## config.mk

```make
export PLATFORM = sky130hd
export DESIGN_NAME = led_blink_shift_out
export DESIGN_NICKNAME = d
export VERILOG_FILES = /design/src/lbso_pkg.sv /design/src/led_blink_shift_out.sv /design/src/lbso_leds.sv /design/src/lbso_ser.sv
export SDC_FILE = /design/constraint.sdc
export NUM_CORES = 1
export LEC_CHECK = 0
export ABC_AREA = 1
export BUFFER_PORTS_ARGS = -buffer_cell sky130_fd_sc_hd__clkbuf_2
export CAP_MARGIN = 10
export CORE_ASPECT_RATIO = 1.2
export CORE_MARGIN = 4
export CORE_UTILIZATION = 25
export DETAILED_ROUTE_END_ITERATION = 10
export GPL_ROUTABILITY_DRIVEN = 0
export PLACE_DENSITY = 0.39
export SLEW_MARGIN = 20
export SYNTH_ARGS = -nofsm -noshare
export SYNTH_HDL_FRONTEND = slang
export SYNTH_SLANG_ARGS = --single-unit
```

## constraint.sdc

```tcl
create_clock -name clk -period 1.8 [get_ports clk]
set_input_delay 0.09 -clock clk [delete_from_list [all_inputs] [get_ports clk]]
set_output_delay 0.09 -clock clk [all_outputs]
set_load 0.01 [all_outputs]
```

## src/lbso_pkg.sv

```systemverilog
// Shared types and constants for the LED blink shift-out controller.
package lbso_pkg;

  // Command codes
  localparam logic [1:0] CMD_TICK = 2'd0;
  localparam logic [1:0] CMD_SET  = 2'd1;
  localparam logic [1:0] CMD_RAW  = 2'd2;

  // Set actions
  localparam logic [1:0] ACT_ON    = 2'd0;
  localparam logic [1:0] ACT_OFF   = 2'd1;
  localparam logic [1:0] ACT_BLINK = 2'd2;

  localparam int MAX_LEDS          = 6;
  localparam int ACTIVE_HIGH_COUNT = 2;
  localparam int FRAME_BITS        = 8;
  localparam int CNT_W             = $clog2(FRAME_BITS);
  localparam logic [FRAME_BITS-1:0] FORCED_BITS = 8'h81;

  // Frame bit position of each LED
  localparam logic [CNT_W-1:0] BIT_POS [MAX_LEDS] = '{3'd3, 3'd2, 3'd1, 3'd6, 3'd5, 3'd4};

  // Frame handed from the LED state logic to the serializer
  typedef struct packed {
    logic                  valid;
    logic [FRAME_BITS-1:0] data;
  } frame_req_t;

endpackage

```

## src/led_blink_shift_out.sv

```systemverilog
// LED blink controller top level: LED state logic feeding the bit serializer.
// Tick and raw beats give eight output beats, one bit per cycle while out_stall is low, LSB first.
// A taken tick or raw beat goes to the holding slot, then into the output register.
// The serializer paces tick and raw beats; one is taken while a frame shifts out,
// but not while a frame waits in the holding slot, which holds the input stalled.
// Reset: synchronous; LEDs return to their power-on modes, outputs go idle.
module led_blink_shift_out
  import lbso_pkg::*;
#(
  parameter int NUM_LEDS = 6
) (
  input  logic       clk,
  input  logic       rst,
  input  logic       in_valid,
  output logic       in_stall,
  input  logic [1:0] cmd,
  input  logic [2:0] led_index,
  input  logic [1:0] led_action,
  input  logic [7:0] raw_byte,
  output logic       out_valid,
  input  logic       out_stall,
  output logic       serial_bit,
  output logic [7:0] frame_byte,
  output logic       last
);

  frame_req_t frame_req;
  logic       accept;
  logic       busy;

  assign in_stall = busy;
  assign accept   = in_valid && !in_stall;

  lbso_leds #(
    .NUM_LEDS(NUM_LEDS)
  ) u_leds (
    .clk       (clk),
    .rst       (rst),
    .accept    (accept),
    .cmd       (cmd),
    .led_index (led_index),
    .led_action(led_action),
    .raw_byte  (raw_byte),
    .frame_req (frame_req)
  );

  lbso_ser u_ser (
    .clk       (clk),
    .rst       (rst),
    .frame_req (frame_req),
    .busy      (busy),
    .out_valid (out_valid),
    .out_stall (out_stall),
    .serial_bit(serial_bit),
    .frame_byte(frame_byte),
    .last      (last)
  );

endmodule

```

## src/lbso_leds.sv

```systemverilog
// LED mode state, tick update and frame packing.
module lbso_leds
  import lbso_pkg::*;
#(
  parameter int NUM_LEDS = 6
) (
  input  logic       clk,
  input  logic       rst,
  input  logic       accept,
  input  logic [1:0] cmd,
  input  logic [2:0] led_index,
  input  logic [1:0] led_action,
  input  logic [7:0] raw_byte,
  output frame_req_t frame_req
);

  logic [NUM_LEDS-1:0] level, level_next;
  logic [NUM_LEDS-1:0] blinking, blinking_next;
  logic [NUM_LEDS-1:0] blink_pend, blink_pend_next;
  logic                phase, phase_next;
  logic [FRAME_BITS-1:0] tick_frame;

  // Work out the next LED state and the tick frame
  always_comb begin
    logic high_on;
    logic start;
    level_next      = level;
    blinking_next   = blinking;
    blink_pend_next = blink_pend;
    phase_next      = phase;
    tick_frame      = FORCED_BITS;
    if (cmd == CMD_TICK) begin
      phase_next = ~phase;
    end
    for (int i = 0; i < NUM_LEDS; i++) begin
      high_on = (i < ACTIVE_HIGH_COUNT);
      start   = ~phase & blink_pend[i];
      case (cmd)
        CMD_TICK: begin
          blinking_next[i]   = blinking[i] | start;
          blink_pend_next[i] = blink_pend[i] & ~start;
          level_next[i]      = level[i] ^ (blinking[i] | start);
        end
        CMD_SET: begin
          if (led_index == 3'(i)) begin
            case (led_action)
              ACT_ON: begin
                level_next[i]    = high_on;
                blinking_next[i] = 1'b0;
              end
              ACT_OFF: begin
                level_next[i]    = ~high_on;
                blinking_next[i] = 1'b0;
              end
              ACT_BLINK: begin
                if (!blinking[i] && !blink_pend[i]) begin
                  level_next[i]      = ~high_on;
                  blink_pend_next[i] = 1'b1;
                end
              end
              default: begin
              end
            endcase
          end
        end
        default: begin
        end
      endcase
      tick_frame[BIT_POS[i]] = level_next[i];
    end
  end

  // Update state on an accepted beat
  always_ff @(posedge clk) begin
    if (rst) begin
      phase <= 1'b0;
      for (int i = 0; i < NUM_LEDS; i++) begin
        level[i]      <= (i >= ACTIVE_HIGH_COUNT);
        blinking[i]   <= (i == 1);
        blink_pend[i] <= 1'b0;
      end
    end else if (accept) begin
      phase      <= phase_next;
      level      <= level_next;
      blinking   <= blinking_next;
      blink_pend <= blink_pend_next;
    end
  end

  // Hand a frame to the serializer for tick and raw commands
  always_comb begin
    frame_req.valid = accept && (cmd == CMD_TICK || cmd == CMD_RAW);
    frame_req.data  = (cmd == CMD_RAW) ? raw_byte : tick_frame;
  end

endmodule

```

## src/lbso_ser.sv

```systemverilog
// One-frame holding slot and LSB-first bit serializer.
module lbso_ser
  import lbso_pkg::*;
(
  input  logic                  clk,
  input  logic                  rst,
  input  frame_req_t            frame_req,
  output logic                  busy,
  output logic                  out_valid,
  input  logic                  out_stall,
  output logic                  serial_bit,
  output logic [FRAME_BITS-1:0] frame_byte,
  output logic                  last
);

  logic                  pend_valid;
  logic [FRAME_BITS-1:0] pend_data;
  logic [CNT_W-1:0]      cnt;
  logic                  beat_done;
  logic                  load;

  assign beat_done = out_valid && !out_stall;
  assign last      = (cnt == CNT_W'(FRAME_BITS - 1));
  assign load      = pend_valid && (!out_valid || (beat_done && last));
  assign busy      = pend_valid;
  assign serial_bit = frame_byte[cnt];

  // Hold a frame until the shifter takes it
  always_ff @(posedge clk) begin
    if (rst) begin
      pend_valid <= 1'b0;
    end else if (frame_req.valid) begin
      pend_valid <= 1'b1;
    end else if (load) begin
      pend_valid <= 1'b0;
    end
  end

  always_ff @(posedge clk) begin
    if (frame_req.valid) begin
      pend_data <= frame_req.data;
    end
  end

  // Advance one bit per beat, reload at the end of a frame
  always_ff @(posedge clk) begin
    if (rst) begin
      out_valid <= 1'b0;
      cnt       <= '0;
    end else if (load) begin
      out_valid <= 1'b1;
      cnt       <= '0;
    end else if (beat_done) begin
      if (last) begin
        out_valid <= 1'b0;
        cnt       <= '0;
      end else begin
        cnt <= cnt + 1'b1;
      end
    end
  end

  always_ff @(posedge clk) begin
    if (load) begin
      frame_byte <= pend_data;
    end
  end

endmodule

```

; After elaboration in Yosys (flattened, before gate mapping)
; Cells that the tools add are included.
[word_totals]
out_inout_bits = 12
elab_cells = 198
inputBits = 19
ff_bits = 40
[op_classes]
eq_ne = 24
mux = 70
n_bitwise = 31
n_reduce_logical = 51
n_addsub = 1
magnitude_cmp = 1
[ops]
columns = operator, n
row1 = two-way mux 1 bit, 43
row2 = one-hot mux 1 bit (2 select lines), 18
row3 = AND reduction 5 bit, 6
row4 = "inequality test 2 x 1 -> 1 bit, second input constant", 13
row5 = AND reduction 4 bit, 6
row6 = one-hot mux 1 bit (3 select lines), 6
row7 = logical NOT 1 bit, 15
row8 = bitwise AND 1 bit, 12
row9 = logical AND 1 bit, 11
row10 = "== test 3 bit, second input constant", 3
row11 = nonzero test 2 bit, 4
row12 = two-way mux 7 bit, 1
row13 = NOT 1 bit, 7
row14 = "== test 3 x 2 -> 1 bit, second input constant", 2
row15 = OR 1 bit, 6
row16 = XOR 1 bit, 6
row17 = "== test 2 x 1 -> 1 bit, second input constant", 2
row18 = "== test 2 bit, second input constant", 2
row19 = logical NOT 2 bit, 2
row20 = "< comparator 3 x 4 -> 1 bit, second input constant", 1
row21 = AND reduction 2 bit, 2
row22 = OR reduction 2 bit, 2
row23 = "adder 3 x 1 -> 3 bit, second input constant", 1
row24 = binary-select mux 1 bit (select 3 bit), 1
row25 = other kinds (5), 6

; Logic depth before layout (Yosys ltp)
; Gate-level depths: netlist (run 1).
[depth]
depth_word = 7
depth_mapped = 9
mapped_depth_nobuf = 9

; Cells and area by module
; Synthesis (run 1) repeated with hierarchy kept, for this count alone.
[hier_totals]
cells_unflattened = 356
hier_area_um2 = 2342.2
[by_module_without_submodules]
columns = mod, area_per_inst_um2, instances, cells_per_inst
row1 = lbso_leds, 1519.0, 1, 280
row2 = lbso_ser, 813.3, 1, 74
row3 = led_blink_shift_out, 10.0, 1, 2

; Worst setup path after synthesis (run 1)
; Ideal clock, no wire load.
[synth_path]
path_kind = register to register
startpoint = register u_ser.cnt[0]
endpoint = register u_ser.frame_byte[0], enable pin
path_slack_ps = 120
required_time_ps = 1476
arrival_ps = 1356
stages_incl_launch_ff = 7
cell_sequence = dfxtp_1 ha_1 ha_1 inv_1 o21ai_0 nand2_1 inv_1
[synth_between]
elab_chain_cells = 4
[synth_lines]
columns = element, line
row1 = start: declaration, lbso_ser.sv:18  ; logic [CNT_W-1:0] cnt;
row2 = start signal: assignment, lbso_ser.sv:58  ; cnt <= cnt + 1'b1;
row3 = == test 3 bit, lbso_ser.sv:23  ; assign last = (cnt == CNT_W'(FRAME_BITS - 1));
row4 = net last, led_blink_shift_out.sv:24  ; output logic last
row5 = logical AND 1 bit, lbso_ser.sv:24  ; assign load = pend_valid && (!out_valid || (beat_done && last));
row6 = logical OR 1 bit, lbso_ser.sv:24
row7 = logical AND 1 bit, lbso_ser.sv:24
row8 = net u_ser.load, lbso_ser.sv:20  ; logic load;
row9 = end signal: assignment, lbso_ser.sv:65  ; frame_byte <= pend_data;
row10 = end: declaration, lbso_ser.sv:12  ; output logic [FRAME_BITS-1:0] frame_byte,
; The timed path passes the listed nets, and every way through them passes these cells.
; A chain may end at the register's enable or synchronous reset.

; Final worst setup path (run 1)
[layout_path]
startpoint = register u_ser.cnt[0]
endpoint = register u_ser.frame_byte[0], enable pin
[layout_between]
elab_chain_cells = 4
[layout_lines]
columns = element, line
row1 = == test 3 bit, lbso_ser.sv:23
row2 = logical AND 1 bit, lbso_ser.sv:24
row3 = logical OR 1 bit, lbso_ser.sv:24
row4 = logical AND 1 bit, lbso_ser.sv:24
row5 = net u_ser.load, lbso_ser.sv:20
; The timed path passes the listed nets, and every way through them passes these cells.

==> impl_metrics.json, run 1 <==
{
  "cts_sinks": 40,
  "start_util_pct": 25.9,
  "hold_viol_final": 0,
  "slew_headroom_pct": 68.5,
  "p_per_area_mw_per_mm2": 760,
  "switching_share_pct": 26.1,
  "fin_util_pct": 30.7,
  "drive_gt1_share_pct": 16.6,
  "p_int_uw": 1490,
  "fin_setup_tns_ns": 0,
  "grt-busiest-layer": "met2",
  "synth_nets": 345,
  "cts_max_level": 2,
  "whs_ns": 0.0785,
  "rsz0062_at_grt": "false",
  "ant_nets": 0,
  "period_share_pct": 87.7,
  "drv_slew": 0,
  "crit_fanout": 8,
  "routed_via_density": 4.34,
  "drt-total-wl_mm": 5.97,
  "ctsHoldBuffers": 0,
  "synth_xor_area_share_pct": 0,
  "numCtsBuffers": 5,
  "critical_path_buf_inv_count": 2,
  "setup_ws_ns": 0.222,
  "cp_cell_sequence": "ha_1 > ha_1 > inv_1 > o21ai_0 > nand2_1 > inv_1",
  "grt_pass1_wl_mm": 10.3,
  "cp.arrival_ns": 1.54,
  "status": "finished clean",
  "antenna_found_initial": 0,
  "maxCapViolations": 0,
  "ys_seq_elements": 40,
  "area_delta_synth_final_pct": 18.6,
  "vdd_drop_max_v": 0.000461,
  "critPathRequiredTime_ns": 1.77,
  "cts-root-buf": "clkbuf_8",
  "die_area_mm2": 0.0105,
  "clkPwrFrac_pct": 36.2,
  "met2_usage_pct": 21.1,
  "power_leakage_uw": 0.00116,
  "rows": 37,
  "fmax_ghz": 0.634,
  "wl_per_cell_um": 12.5,
  "grt_usage_pct": 12.3,
  "synth_compound_area_share_pct": 13.1,
  "core_mm2": 0.00866,
  "slowest_stage": "dfxtp_1",
  "grt_max_degree": 20,
  "syn_area_mm2": 0.00224,
  "first_pass_iters": 4,
  "gr-total-overflow": 0,
  "synth_top_family_by_area": "simple AND/OR/NAND/NOR gates",
  "yosys_warnings": 0,
  "muxShareOfSynthArea_pct": 0,
  "cts.path.max_buffers": 2,
  "p_seq_share_pct": 49.9,
  "ys_seq_area_share_pct": 42.9,
  "synth-simple-area-share_pct": 33.5,
  "first_global_vias": 2162,
  "clock_latency_ns": 0.29,
  "cts_tree": "built",
  "layout.nets": 382,
  "combPwrFrac_pct": 14.0,
  "switchingPower_uw": 526,
  "use_met1_pct": 15.4,
  "synth_cells": 324,
  "num_antenna_cells": 0,
  "first_iter_violations": 79,
  "die_x_um": 94.4,
  "synth_cell_type_count": 23,
  "place_worst_setup_slack_ns": 0.223,
  "hold_path_class": "input port to register",
  "worst_pin_slew_ns": 0.473,
  "dpl.hpwl_mm": 4.63,
  "max_stage_delay_ns": 0.34,
  "drc": 0,
  "synth_area_per_cell_um2": 6.91,
  "die_h_um": 112,
  "vias": 2078,
  "met3_usage_pct": 2.77,
  "synth_fa_ha_area_share_pct": 1.12,
  "start_kind": "register",
  "cts_setup_buffers": 0,
  "fin_crit_ns": 1.58,
  "path_clk_slew_ns": 0.08,
  "fillCellCount": 993,
  "critPathTopFamily": "flip-flops",
  "final-setup-viol-count": 0,
  "crit_path_end_kind": "register",
  "numPortBuffers": 30,
  "worst-setup-path-type": "register to register",
  "cts-resized-gates": 0,
  "fin_skew_ns": 0.00805,
  "pin_count": 31
}
==> final cells by class <==
class | instances | area (µm²) | share of cell area [%]
tap | 117 | 146 | 5.52
clock buffer | 6 | 72.6 | 2.73
inverter | 43 | 166 | 6.27
multi-input combinational | 234 | 1070 | 40.3
clock inverter | 2 | 35.0 | 1.32
sequential | 40 | 961 | 36.2
timing repair buffer | 37 | 203 | 7.64
==> placed cells by master (no fill, tap or decap) <==
master / netlist / final
clkinv_4: 1 / 1
nor2_1: 15 / 15
clkbuf_8: 0 / 5
bufinv_16: 0 / 1
a21oi_1: 28 / 28
buf_4: 1 / 7
a21oi_2: 1 / 1
edfxtp_1: 16 / 16
nor2_2: 3 / 3
clkinv_2: 0 / 1
nand4_1: 6 / 6
dfxtp_1: 24 / 24
o21ai_0: 25 / 25
inv_2: 5 / 5
nand3_1: 29 / 29
o21a_1: 2 / 2
o21ai_1: 1 / 1
clkbuf_2: 0 / 30
nand2_1: 116 / 116
clkbuf_1: 2 / 1
inv_1: 37 / 37
nor2_4: 2 / 2
ha_1: 2 / 2
or2_2: 2 / 2
nand2_4: 2 / 2
==> Yosys cell counts (all sizes together) <==
cell type  count  share of area, %
nand4          6               1.7
nor2          20               4.4
o21a           2              0.67
nand2        118                20
clkinv         1              0.39
buf            5               1.5
clkbuf         2              0.34
ha             2               1.1
nand3         29               6.5
inv           42               7.0
dfxtp         24                21
or2            2              0.56
edfxtp        16                21
a21oi         29               6.7
o21ai         26               5.8
==> worst reg2reg max path, cell delays in order, from the launching register on <==
cell and delay (ns):
dfxtp_1 0.34, ha_1 0.15, ha_1 0.15, inv_1 0.06, o21ai_0 0.21, nand2_1 0.10, inv_1 0.25
==> logic make-up after synthesis <==
family                   after synthesis
adder cells (fa/ha/maj)                2
flip-flops                            40
AO/OA/AOI/OAI                         57
AND/OR/NAND/NOR                      175
buffers and inverters                 50
==> per-layer routing <==
metal,vias to the layer above,routed length (µm)
li1,1116,-
met1,919,2730
met2,38,2900
met3,5,285
met4,0,62
met5,-,0
==> power groups by stage <==
stage                     sequential, µW  clock (µW)  combinational, µW
after global placement              1030           0                287
after floorplan                     1020           0                191
after detailed placement            1030           0                286
after global routing                1010         806                327
final                               1010         730                281
after CTS                           1010         774                287
==> state kept, by name, indices dropped and copies added, names as in the netlist <==
register           cells
u_leds.blink_pend      6
u_leds.blinking        6
u_leds.level           6
u_leds.phase           1
u_ser.busy             1
u_ser.cnt              3
u_ser.frame_byte       8
u_ser.out_valid        1
u_ser.pend_data        8
==> through the flow <==
step                      std cells  cell area (µm²)  power, µW
after floorplan                 324             2240       1220
final                           479             2650       2020
after detailed placement        471             2550       1310
after CTS                       479             2650       2070
after global routing            479             2650       2140
after global placement          471             2550       1310
==> final timing paths <==
path | from | slack (ns) | depth (start not counted) | endpoint
worst min-delay path | raw_byte[5] | 0.08 | 3 | u_ser.pend_data[5]
worst min register to register | u_ser.pend_data[3] | 0.42 | 0 | u_ser.frame_byte[3]
worst max register to register | u_ser.cnt[0] | 0.22 | 6 | u_ser.frame_byte[0]
worst max-delay path | u_ser.cnt[0] | 0.22 | 6 | u_ser.frame_byte[0]
Power figures use the tool's default switching activity.
==> run 2, diff against run 1 <==
--- a/config.mk
+++ b/config.mk
@@ -9,7 +9,7 @@
 export BUFFER_PORTS_ARGS = -buffer_cell sky130_fd_sc_hd__clkbuf_2
 export CAP_MARGIN = 10
 export CORE_ASPECT_RATIO = 1.2
-export CORE_MARGIN = 4
+export CORE_MARGIN = 2
 export CORE_UTILIZATION = 25
 export DETAILED_ROUTE_END_ITERATION = 10
 export GPL_ROUTABILITY_DRIVEN = 0
==> run 2 against run 1 <==
Global-route usage rose by 0.80 points. Worst setup slack got worse by 0.014 ns. Combinational power barely moved. Sequential cell count did not move. Clock power rose by 4.4%. Critical path type unchanged. Via count rose by 1.2%. Die area fell by 7.7%.
==> impl_metrics.json, run 2 (same netlist as run 1, synthesis figures left out) <==
{
  "fmax_ghz": 0.628,
  "pin_count": 31,
  "first_iter_violations": 61,
  "grt-busiest-layer": "met2",
  "p_per_area_mw_per_mm2": 772,
  "reg_top3": "u_ser.frame_byte: 8 flops, u_ser.pend_data: 8 flops",
  "critPathLaunch": "u_ser.cnt[0]",
  "cts_sinks": 40,
  "critPathTopFamily": "flip-flops",
  "dpl.hpwl_mm": 4.56,
  "numCtsBuffers": 5,
  "fin_skew_ns": 0.0155,
  "ant_nets": 0,
  "layout_commonest_cell": "nand2_1",
  "setup_ws_ns": 0.208,
  "start_util_pct": 25.9,
  "use_met1_pct": 15.6,
  "whs_endpoint": "u_ser.pend_data[0]",
  "rsz0062_at_grt": "false",
  "slew_headroom_pct": 70.4,
  "start_kind": "register",
  "cp_cell_sequence": "ha_1 > ha_1 > inv_1 > o21ai_0 > nand2_1 > inv_1",
  "critical_path_buf_inv_count": 2,
  "slowest_stage": "dfxtp_1",
  "cts-root-buf": "clkbuf_8",
  "status": "finished clean",
  "grt_pass1_wl_mm": 10.0,
  "final_cell_mix": "116 x nand2_1, 37 x inv_1, 30 x clkbuf_2, 29 x nand3_1, 28 x a21oi_1",
  "grt_max_degree": 20,
  "layout.nets": 382,
  "reg2reg_slack_ns": 0.21,
  "place_worst_setup_slack_ns": 0.210,
  "antenna_found_initial": 0,
  "cp.arrival_ns": 1.56,
  "core_mm2": 0.00866,
  "met3_usage_pct": 2.31,
  "numPortBuffers": 30,
  "clock_latency_ns": 0.30,
  "worst_pin_slew_ns": 0.444,
  "ctsHoldBuffers": 0,
  "die_x_um": 90.4,
  "cts_max_level": 2,
  "cts.path.max_buffers": 2,
  "die_area_mm2": 0.00973,
  "first_pass_iters": 5,
  "gr-total-overflow": 0,
  "fin_crit_ns": 1.59,
  "max_stage_delay_ns": 0.34,
  "grt_usage_pct": 13.1,
  "crit_path_end_kind": "register",
  "drive_gt1_share_pct": 16.9,
  "rows": 37,
  "first_global_vias": 2093,
  "hold_path_class": "input port to register",
  "worst-setup-path-type": "register to register",
  "cts-resized-gates": 0,
  "met2_usage_pct": 23.4,
  "vias": 2103,
  "r2r_end": "u_ser.frame_byte[1]",
  "vdd_drop_max_v": 0.000266,
  "hold_viol_final": 0,
  "holdCritStartpoint": "raw_byte[0]",
  "routed_via_density": 4.39,
  "power_leakage_uw": 0.00116,
  "drv_slew": 0,
  "fillCellCount": 987,
  "cts_tree": "built",
  "drc": 0,
  "fin_setup_tns_ns": 0,
  "area_delta_synth_final_pct": 18.7,
  "final-setup-viol-count": 0,
  "r2r_cells": 6,
  "cts_setup_buffers": 0,
  "critPathRequiredTime_ns": 1.77,
  "period_share_pct": 88.4,
  "num_antenna_cells": 0,
  "maxCapViolations": 0,
  "die_h_um": 108,
  "p_total_uw": 2050,
  "min_path_cells": 2,
  "r2r_start": "u_ser.cnt[0]",
  "drt-total-wl_mm": 5.95,
  "path_clk_slew_ns": 0.09,
  "wl_per_cell_um": 12.4,
  "crit_fanout": 8
}
## run 2: changes by cell type in the layout (fill, tap and decap cells not counted), sizes merged
cell / previous run / this run
clkbuf: 36 / 35
clkinvlp: 0 / 1
## run 2: cell type report
cell class | count | area, µm² | area share, %
inverter | 43 | 166 | 6.26
sequential | 40 | 961 | 36.2
multi-input combinational | 234 | 1070 | 40.3
clock inverter | 3 | 42.5 | 1.60
clock buffer | 5 | 68.8 | 2.59
tap | 117 | 146 | 5.51
timing repair buffer | 37 | 203 | 7.63
## run 2: layer usage
layer / share of wire (%) / wire length (µm) / vias to the layer above
met5: 0 / 0 / -
met4: 1.6 / 96 / 0
met3: 3.2 / 190 / 8
met2: 48 / 2860 / 42
met1: 47 / 2800 / 936
li1: - / - / 1117
## run 2: metrics by stage
stage	utilization [%]	hold slack [ns]	area, µm²	std cells
CTS	30.7	0.0632	2660	479
detailed placement	29.4	0.374	2550	471
finish	30.7	0.0738	2660	479
floorplan	-	0.271	2240	324
global placement	29.4	0.374	2550	471
global route	30.7	0.0723	2660	479
## run 2: worst max path at each step
stage / cells after the start / slack (ns) / end
detailed placement: 6 / 0.21 / u_ser.frame_byte[3]
CTS: 6 / 0.18 / u_ser.frame_byte[3]
global route: 6 / 0.04 / u_ser.frame_byte[1]
finish: 6 / 0.21 / u_ser.frame_byte[1]
global placement: 6 / 0.23 / u_ser.frame_byte[3]
floorplan: 6 / 0.12 / u_ser.frame_byte[0]
## run 2: power breakdown
| part | leakage [µW] | internal, µW | switching, µW |
|---|---|---|---|
| registers | 0.000342 | 982 | 23.6 |
| clock network | 0.0000541 | 411 | 351 |
| logic | 0.000767 | 96.4 | 187 |
==> run 3, diff against run 2 <==
--- a/config.mk
+++ b/config.mk
@@ -6,7 +6,7 @@
 export NUM_CORES = 1
 export LEC_CHECK = 0
 export ABC_AREA = 1
-export BUFFER_PORTS_ARGS = -buffer_cell sky130_fd_sc_hd__clkbuf_2
+export BUFFER_PORTS_ARGS = -buffer_cell sky130_fd_sc_hd__buf_2
 export CAP_MARGIN = 10
 export CORE_ASPECT_RATIO = 1.2
 export CORE_MARGIN = 2
@@ -14,7 +14,6 @@
 export DETAILED_ROUTE_END_ITERATION = 10
 export GPL_ROUTABILITY_DRIVEN = 0
 export PLACE_DENSITY = 0.39
-export SLEW_MARGIN = 20
 export SYNTH_ARGS = -nofsm -noshare
 export SYNTH_HDL_FRONTEND = slang
 export SYNTH_SLANG_ARGS = --single-unit
==> run 3 against run 2 <==
Register-to-register slack better by 0.03 ns. Combinational power hardly changed. Routed wire length stayed put. Critical path depth stayed put. Clock power is 3.0% lower. Final cell count stayed put. Maximum frequency is 2.2% higher. Sequential power hardly changed. Largest power group unchanged.
==> impl_metrics.json, run 3 (same netlist as run 1, synthesis figures left out) <==
{
  "hold_viol_final": 0,
  "start_kind": "register",
  "vdd_drop_max_v": 0.000402,
  "area_delta_synth_final_pct": 18.6,
  "crit_path_end_kind": "register",
  "grt_max_degree": 20,
  "clkPwrFrac_pct": 36.5,
  "core_mm2": 0.00866,
  "layout.nets": 382,
  "fillCellCount": 970,
  "cts.path.max_buffers": 2,
  "design_area_mm2": 0.00265,
  "layout_commonest_cell": "nand2_1",
  "die_area_mm2": 0.00973,
  "ant_nets": 0,
  "fin_skew_ns": 0.00904,
  "switchingPower_uw": 536,
  "rows": 37,
  "path_clk_slew_ns": 0.08,
  "die_x_um": 90.4,
  "p_per_area_mw_per_mm2": 764,
  "slew_headroom_pct": 70.8,
  "crit_fanout": 8,
  "rsz0062_at_grt": "false",
  "hold_path_class": "input port to register",
  "ctsHoldBuffers": 0,
  "multiInputGateArea_mm2": 0.00107,
  "cts_max_level": 2,
  "first_global_vias": 2126,
  "switching_share_pct": 26.5,
  "cts_sinks": 40,
  "wl_per_cell_um": 12.4,
  "cts_setup_buffers": 0,
  "fin_crit_ns": 1.56,
  "drt-total-wl_mm": 5.95,
  "drv_slew": 0,
  "pin_count": 31,
  "final_cell_mix": "116 x nand2_1, 37 x inv_1, 30 x buf_2, 29 x nand3_1, 28 x a21oi_1",
  "maxCapViolations": 0,
  "start_util_pct": 25.9,
  "status": "finished clean",
  "drc": 0,
  "fin_setup_tns_ns": 0,
  "grt_pass1_wl_mm": 10.2,
  "vias": 2110,
  "dpl.hpwl_mm": 4.54,
  "critPathRequiredTime_ns": 1.77,
  "cts-resized-gates": 0,
  "worst-setup-path-type": "register to register",
  "power_leakage_uw": 0.00116,
  "p_total_uw": 2030,
  "p_int_uw": 1490,
  "cts_tree": "built",
  "reg_top3": "u_ser.frame_byte: 8 flops, u_ser.pend_data: 8 flops",
  "placed_cell_area_mm2": 0.00255,
  "p_seq_share_pct": 49.6,
  "met3_usage_pct": 2.10,
  "fmax_ghz": 0.642,
  "gr-total-overflow": 0,
  "first_iter_violations": 84,
  "use_met1_pct": 16.0,
  "antenna_found_initial": 0,
  "period_share_pct": 86.6,
  "layout.cells.non_filler": 479,
  "first_pass_iters": 4,
  "die_h_um": 108,
  "seqCellArea_um2": 961,
  "numPortBuffers": 30,
  "grt_usage_pct": 13.2,
  "grt-busiest-layer": "met2",
  "cp.arrival_ns": 1.53,
  "num_antenna_cells": 0,
  "cts-root-buf": "clkbuf_8",
  "combPwrFrac_pct": 13.9,
  "drive_gt1_share_pct": 16.6,
  "place_inst": 471,
  "worst_pin_slew_ns": 0.433,
  "final-setup-viol-count": 0,
  "routed_via_density": 4.41,
  "met2_usage_pct": 24.0,
  "numCtsBuffers": 5,
  "clock_latency_ns": 0.29
}
run 3: cell types whose count changed in the layout (fill, tap and decap cells not counted):
cell / previous run / this run
buf_2: 0 / 30
clkbuf_2: 30 / 0
clkbuf_1: 0 / 1
clkinvlp_4: 1 / 0
run 3: per-stage QoR:
step           hold WS, ns  utilization [%]  worst slack (ns)
6_report            0.0715             30.7             0.242
3_3_place_gp         0.372             29.4             0.238
4_1_cts             0.0681             30.7             0.205
3_5_place_dp         0.372             29.4             0.228
2_1_floorplan        0.271                -             0.120
5_1_grt             0.0687             30.7            0.0753
run 3: path summary, 6_finish.rpt:
kind | start | to | slack, ns | cells past startpoint
setup / recovery | u_ser.cnt[0] | u_ser.frame_byte[4] | 0.24 | 6
hold reg to reg | u_ser.pend_data[0] | u_ser.frame_byte[0] | 0.42 | 0
setup reg to reg | u_ser.cnt[0] | u_ser.frame_byte[4] | 0.24 | 6
hold / removal | raw_byte[7] | u_ser.pend_data[7] | 0.07 | 2
run 3: routing by layer:
layer / wire, µm / part of all wire, %
met4: 65 / 1.1
met5: 0 / 0
met3: 152 / 2.6
met2: 2920 / 49
met1: 2810 / 47
run 3: area by class of cell:
| cell class | instances | area share [%] |
|---|---|---|
| clock buffer | 6 | 2.73 |
| multi-input combinational | 234 | 40.3 |
| timing repair buffer | 37 | 7.64 |
| sequential | 40 | 36.2 |
| tap | 117 | 5.52 |
| clock inverter | 2 | 1.32 |
| inverter | 43 | 6.27 |
run 3: power groups by stage:
stage	Clock, µW	Sequential (µW)	Combinational [µW]
detailed placement	0	1030	287
finish	739	1010	283
floorplan	0	1020	191
global route	806	1010	329
CTS	774	1010	287
global placement	0	1030	286
run 3: critical path: stages (launching register included):
cell	delay, ns
dfxtp_1	0.33
ha_1	0.15
ha_1	0.15
inv_1	0.06
o21ai_0	0.20
nand2_1	0.10
inv_1	0.24
